**src/hdl/ncca_pkg.sv**
```systemverilog
// Package for the nearest core cluster assignment block.
// Holds sizes, command and register codes and the cell interface type; no dependencies.
package ncca_pkg;

	localparam int MaxClusters = 16;
	localparam int MaxCoresPerCluster = 4;
	localparam int MaxPoints = 1024;
	localparam int NumSlots = MaxClusters * MaxCoresPerCluster;
	localparam int SlotW = $clog2(NumSlots);
	localparam int PointW = $clog2(MaxPoints);
	localparam int LabelW = 4;
	localparam int CoordW = 16;
	localparam int DistW = 33;

	localparam logic [1:0] CmdLoad = 2'd0;
	localparam logic [1:0] CmdClassify = 2'd1;
	localparam logic [1:0] CmdClear = 2'd2;
	localparam logic [1:0] CmdSpare = 2'd3;

	localparam logic [1:0] RegNumClusters = 2'd0;
	localparam logic [1:0] RegCoresPerCluster = 2'd1;
	localparam logic [1:0] RegInitialPass = 2'd2;
	localparam logic [1:0] RegSpare = 2'd3;

	// Token that walks down the chain of cells.
	typedef struct packed {
		logic valid;
		logic signed [CoordW-1:0] px;
		logic signed [CoordW-1:0] py;
		logic [SlotW:0] nslots;
		logic [DistW-1:0] best;
		logic [SlotW-1:0] best_slot;
	} tok_t;

endpackage

```
**src/hdl/ncca_cell.sv**
```systemverilog
// One cell of the distance chain: holds one core point, compares the token.
// Depends on ncca_pkg.
module ncca_cell (
	input  logic clk,
	input  logic arst_n,
	input  logic [ncca_pkg::SlotW-1:0] slot,
	input  logic load,
	input  logic signed [ncca_pkg::CoordW-1:0] load_x,
	input  logic signed [ncca_pkg::CoordW-1:0] load_y,
	input  ncca_pkg::tok_t tok_in,
	output ncca_pkg::tok_t tok_out
);
	logic signed [ncca_pkg::CoordW-1:0] cx_q, cy_q;
	logic signed [ncca_pkg::CoordW:0] dx, dy;
	logic [ncca_pkg::CoordW:0] ax, ay;
	logic [2*ncca_pkg::CoordW+1:0] sx, sy;
	logic [ncca_pkg::DistW-1:0] d;
	logic use_it, take;

	always_ff @(posedge clk) begin
		if (load) begin
			cx_q <= load_x;
			cy_q <= load_y;
		end
	end

	always_comb begin
		dx = {tok_in.px[ncca_pkg::CoordW-1], tok_in.px} - {cx_q[ncca_pkg::CoordW-1], cx_q};
		dy = {tok_in.py[ncca_pkg::CoordW-1], tok_in.py} - {cy_q[ncca_pkg::CoordW-1], cy_q};
		ax = dx[ncca_pkg::CoordW] ? (ncca_pkg::CoordW+1)'(0) - dx : dx;
		ay = dy[ncca_pkg::CoordW] ? (ncca_pkg::CoordW+1)'(0) - dy : dy;
		sx = ax * ax;
		sy = ay * ay;
		d = ncca_pkg::DistW'(sx) + ncca_pkg::DistW'(sy);
		use_it = {1'b0, slot} < tok_in.nslots;
		take = use_it && (slot == '0 || d < tok_in.best);
	end

	always_ff @(posedge clk or negedge arst_n) begin
		if (!arst_n) begin
			tok_out <= '0;
		end else begin
			tok_out.valid <= tok_in.valid;
			tok_out.px <= tok_in.px;
			tok_out.py <= tok_in.py;
			tok_out.nslots <= tok_in.nslots;
			tok_out.best <= take ? d : tok_in.best;
			tok_out.best_slot <= take ? slot : tok_in.best_slot;
		end
	end
endmodule

```
**config.mk**
```make
export PLATFORM = sky130hd
export DESIGN_NAME = ncca_cell
export DESIGN_NICKNAME = d
export VERILOG_FILES = /design/src/hdl/ncca_pkg.sv /design/src/hdl/ncca_cell.sv
export SDC_FILE = /design/constraint.sdc
export NUM_CORES = 1
export LEC_CHECK = 0
export ABC_CLOCK_PERIOD_IN_PS = 10940
export BUFFER_PORTS_ARGS = -buffer_cell sky130_fd_sc_hd__buf_2
export CAP_MARGIN = 20
export CELL_PAD_IN_SITES_DETAIL_PLACEMENT = 1
export CELL_PAD_IN_SITES_GLOBAL_PLACEMENT = 2
export CORE_ASPECT_RATIO = 1.4
export CORE_MARGIN = 2
export CORE_UTILIZATION = 36
export DETAILED_ROUTE_END_ITERATION = 8
export GPL_TIMING_DRIVEN = 0
export MAX_ROUTING_LAYER = met4
export PLACE_DENSITY = 0.83
export SLEW_MARGIN = 20
export SYNTH_ARGS = -nofsm -noshare
export SYNTH_HDL_FRONTEND = slang
export SYNTH_SLANG_ARGS = --single-unit
```
**constraint.sdc**
```tcl
create_clock -name clk -period 10.94 [get_ports clk]
set_input_delay 0 -clock clk [delete_from_list [all_inputs] [get_ports clk]]
set_output_delay 0 -clock clk [all_outputs]
set_load 0.02 [all_outputs]
```
### Word level (Yosys, flattened, before mapping)

Cells that the tools add are included.

| storage, ports and cells | value |
|---|---|
| register bits | 111 |
| latch bits | 0 |
| memory bits (writable) | 0 |
| memory bits (read-only) | 0 |
| input port bits | 120 |
| output and inout port bits | 79 |
| logic and storage cells | 24 |
| memories kept | 0 |

| operators by class | value |
|---|---|
| $add $sub $neg | 5 |
| multipliers | 2 |
| div/mod/pow operators | 0 |
| $lt $le $gt $ge | 2 |
| eq/ne operators | 0 |
| shifts and indexed selects | 0 |
| muxes and demuxes | 4 |
| bitwise gates (word level) | 0 |
| reductions and logical operators | 3 |

Operators by type and width:

| kind | count |
|---|---|
| 17-bit by 17-bit multiplier with 33-bit output | 2 |
| 17-bit 2-to-1 mux | 2 |
| 1-bit by 17-bit subtractor with 17-bit output, first input constant | 2 |
| 16-bit by 16-bit subtractor with 17-bit output | 2 |
| 33-bit adder | 1 |
| 33-bit less-than comparator | 1 |
| 33-bit 2-to-1 mux | 1 |
| 6-bit by 7-bit less-than comparator with 1-bit output | 1 |
| 6-bit zero test | 1 |
| 6-bit 2-to-1 mux | 1 |
| 1-bit logical AND | 1 |
| 1-bit logical OR | 1 |

### Depth between registers and ports, before layout

| logic depth | value |
|---|---|
| word-level depth | 9 |
| mapped depth | 50 |
| depth with buffers taken out | 48 |

### Least setup slack after synthesis

OpenSTA, ideal clock, no wires.

| timing | value |
|---|---|
| path type | register to register |
| from | register cx_q[0] (netlist name) |
| to | register tok_out[0] (netlist name) |
| library setup time | 0.125 ns |
| arrival time | 11.545 ns |
| required time | 10.815 ns |
| slack | -0.730 ns |
| cell stages (with the launch flop) | 46 |
| buffers on the path | 2 |
| period minus slack after synthesis | 11.670 ns |
| cells stage by stage | edfxtp_1 -> ha_1 -> inv_1 -> fa_1 -> a21o_1 -> a22oi_2 -> a211oi_1 -> or2_1 -> nor2_4 -> o221a_2 -> nand2_1 -> xor2_1 -> clkinv_1 -> nand2_1 -> inv_1 -> fa_1 -> fa_1 -> fa_1 -> (+10 left out) -> and3_1 -> a2111oi_0 -> nor2_1 -> o31a_1 -> a311o_1 -> a31o_2 -> a21o_1 -> a21oi_1 -> xnor2_1 -> ha_1 -> a21o_1 -> a21o_1 -> a211oi_1 -> o22ai_1 -> a21oi_1 -> buf_1 -> buf_1 -> mux2_2 |

| on the way | value |
|---|---|
| longest elaborated chain between the ends | 9 |

Ends and longest elaborated chain:

| item | line | text |
|---|---|---|
| start: declaration | ncca_cell.sv:13 | `logic signed [ncca_pkg::CoordW-1:0] cx_q, cy_q;` |
| start signal: assignment | ncca_cell.sv:22 | `cx_q <= load_x;` |
| 16-bit by 16-bit subtractor with 17-bit output (*) | ncca_cell.sv:28 | `dx = {tok_in.px[ncca_pkg::CoordW-1], tok_in.px} - {cx_q[ncca_pkg::CoordW-1], cx_q};` |
| 1-bit by 17-bit subtractor with 17-bit output | ncca_cell.sv:30 | `ax = dx[ncca_pkg::CoordW] ? (ncca_pkg::CoordW+1)'(0) - dx : dx;` |
| 17-bit 2-to-1 mux (*) | ncca_cell.sv:30 |  |
| 17-bit by 17-bit multiplier with 33-bit output (*) | ncca_cell.sv:32 | `sx = ax * ax;` |
| 33-bit adder (*) | ncca_cell.sv:34 | `d = ncca_pkg::DistW'(sx) + ncca_pkg::DistW'(sy);` |
| 33-bit less-than comparator (*) | ncca_cell.sv:36 | `take = use_it && (slot == '0 \|\| d < tok_in.best);` |
| 1-bit logical OR (*) | ncca_cell.sv:36 |  |
| 1-bit logical AND (*) | ncca_cell.sv:36 |  |
| 6-bit 2-to-1 mux (*) | ncca_cell.sv:48 | `tok_out.best_slot <= take ? slot : tok_in.best_slot;` |
| end: declaration | ncca_cell.sv:11 | `output ncca_pkg::tok_t tok_out` |

Mark *: on every way between the ends. The rest lies on a longest branch, timed or not.
A chain may end at the register's enable or synchronous reset.

### Final worst setup path

| timing | value |
|---|---|
| from | register cy_q[0] (netlist name) |
| to | register tok_out[12] (netlist name) |

| on the way | value |
|---|---|
| longest elaborated chain between the ends | 9 |

Ends and longest elaborated chain:

| item | line | text |
|---|---|---|
| start: declaration | ncca_cell.sv:13 |  |
| start signal: assignment | ncca_cell.sv:23 | `cy_q <= load_y;` |
| 16-bit by 16-bit subtractor with 17-bit output (*) | ncca_cell.sv:29 | `dy = {tok_in.py[ncca_pkg::CoordW-1], tok_in.py} - {cy_q[ncca_pkg::CoordW-1], cy_q};` |
| 1-bit by 17-bit subtractor with 17-bit output | ncca_cell.sv:31 | `ay = dy[ncca_pkg::CoordW] ? (ncca_pkg::CoordW+1)'(0) - dy : dy;` |
| 17-bit 2-to-1 mux (*) | ncca_cell.sv:31 |  |
| 17-bit by 17-bit multiplier with 33-bit output (*) | ncca_cell.sv:33 | `sy = ay * ay;` |
| 33-bit adder (*) | ncca_cell.sv:34 |  |
| 33-bit less-than comparator | ncca_cell.sv:36 |  |
| 1-bit logical OR | ncca_cell.sv:36 |  |
| 1-bit logical AND | ncca_cell.sv:36 |  |
| 33-bit 2-to-1 mux (*) | ncca_cell.sv:47 | `tok_out.best <= take ? d : tok_in.best;` |

Marks and branches as above.

==> metrics.yaml <==
status: "finished with violations"
violations: "setup timing"
antenna_found_initial: 2
ys_seq_elements: 111
synth_edf_count: 32
ant_nets: 0
die_area_um2: 66300
ios: 199
timing.final.crit_share_pct: 104
final-max-slew-violation-count: 0
crit_slowest_cell: "fa_2"
die_h_um: 304
wirelength_um: 76900
path_max_fanout: 7
path_depth: 43
skew_ps: 35.1
row_count: 109
final_util_pct: 47.8
ys.flop_type: "dfrtp_1"
fmax_mhz: 87.6
wl_per_cell_um: 20.2
worst_slew_pin_slew_ps: 900
synth_top_area_share_pct: 38.3
final_cell_mix: "665 x inv_1, 422 x fa_1, 239 x ha_1, 199 x buf_2, 173 x buf_4"
initial_core_util_pct: 36.5
cp-end-kind: "flop"
r2r_cells: 43
cts.reportedPaths.clkPinSlew_ps: 120
fp.dieW_um: 218
fin_ws_ps: -469
slowest_delay_ps: 550
synth_area_leaders: "fa_1 38%, ha_1 14%, inv_1 11%"
hold_viol: 0
hpwl_um: 57500
yosys.area.top_type: "fa_1"
grt_first_pass_wirelength_um: 118000
start_kind: "flop"
clockBufferDepth: 2
worstPathArrival_ps: 11710
cts_htree_levels: 3
grt_pass1_vias: 22000
nets: 3791
drt-pass1-iter-count: 5
drc: 0
overflow: 0
numCtsBuffers: 9
syn_avg_cell_area_um2: 9.53
cp.required_ps: 11240
async_reset_ff_share_pct: 71.2
layout_commonest_cell: "inv_1"
slew_headroom_pct: 40.0
worstHoldPathType: "in2async"
syn2layout_area_growth_pct: 31.2
synth_seq_area_share_pct: 12.7
drtIter0Drc: 617
ys_types: 82
setup_viol: 39
gp_congestion: 0.889
viasPerCell: 4.93
synth_area_um2: 23100
cts_tree: "yes"
synthCells: 2426
coreArea_um2: 63400
grt_setup_unrepaired: "yes"
drv_cap: 0
clk_latency_ps: 430
critPathTopFamily: "adder cells"
path_common_cell: "fa_1"
cts-root-buf: "clkbuf_16"
port_buffers: 198
drive_above_1_share_pct: 24.7
grtUsageTotal_pct: 24.1
vias: 18800
yosys_warnings: 0
clkSinkCount: 111
grt_max_degree: 52
layout_min_cycle_time_ps: 11410
crit_buf_inv: 9
crit_type: "reg2reg"
[state kept, by name (all words and copies together) (netlist names)]
signal	flops
tok_out	79
cx_q	16
cy_q	16
[cells in the mapped netlist (4+ instances only)]
cell type,number
inv_1,683
fa_1,443
ha_1,258
nor2_1,177
nand2_1,170
dfrtp_1,79
a21oi_1,65
xnor2_1,61
a21o_1,46
mux2_2,40
xor2_1,37
clkbuf_1,36
o21ai_0,33
edfxtp_1,32
nand2b_1,21
nand3_1,17
nor3_1,16
o21a_1,14
nand4_1,13
a211oi_1,12
and2_1,11
and3_1,11
inv_2,9
nor2b_1,9
a31oi_1,7
buf_2,6
clkinv_1,6
o211ai_1,6
a21boi_0,5
and4_1,5
buf_1,5
o21bai_1,5
o31a_1,5
o31ai_1,5
or2_2,5
o41ai_1,4
[logic make-up (layout without fill, tap and decap cells)]
kind of cell	after synthesis	after routing	synth area share [%]
buf+inv	746	1273	12.2
xor+xnor	103	103	4.09
other cells	2	26	0.0325
compound gates	240	240	7.15
simple gates	479	479	9.40
mux	44	44	2.14
flops	111	111	12.7
fa+ha+maj	701	701	52.3
[through the flow]
step                      setup slack, ps  hold WS (ps)  setup TNS [ps]  instances  instance area (um^2)
final                                -469           100          -17240       3809                 30300
after CTS                            -530          -124          -18700       3765                 29400
after global routing                 -947           135          -35770       3809                 30300
after global placement              -2180           108          -77820       3478                 25400
after detailed placement            -2430          20.2          -87390       3479                 25400
after floorplan                     -26.3          -296            -263       2448                 23300
[area by class of cell]
cell class                 instances  area [um^2]
clock buffer                      10          229
multi-input combinational       1591        19100
clock inverter                     6         53.8
sequential                       111         2940
fill                            7167        33100
timing repair buffer             519         3950
antenna                            2         5.00
inverter                         698         2670
tap                              832         1040
buffer                            40          388
[final timing paths]
check	startpoint	endpoint	slack (ps)
worst max-delay path	cy_q[0]	tok_out[12]	-470
worst min-delay path	arst_n	tok_out[36]	100
worst max register to register	cy_q[0]	tok_out[12]	-470
worst min register to register	cy_q[0]	tok_out[6]	1440
max in group asynchronous	arst_n	tok_out[71]	10160
min in group clk	tok_in[78]	tok_out[78]	240
[layer usage]
metal	share of wire, %	GRT usage, %	wire, um
met5	0	-	0
met4	5.3	12.4	4050
met1	34	24.1	26400
met2	57	45.1	43800
met3	3.5	3.33	2690
[repair_timing]
item / in CTS / in global routing
buffers inserted: 156 / 43
cloned: 2 / 2
pin swaps: 109 / 48
endpoints found under the setup margin: 39 / 39
endpoints found under the hold margin: 139 / 1
hold buffers: 117 / 1
resized for setup: 280 / 132
Power is not shown: default switching activity piles up to over one toggle a cycle in this logic, so the estimate is an artifact.
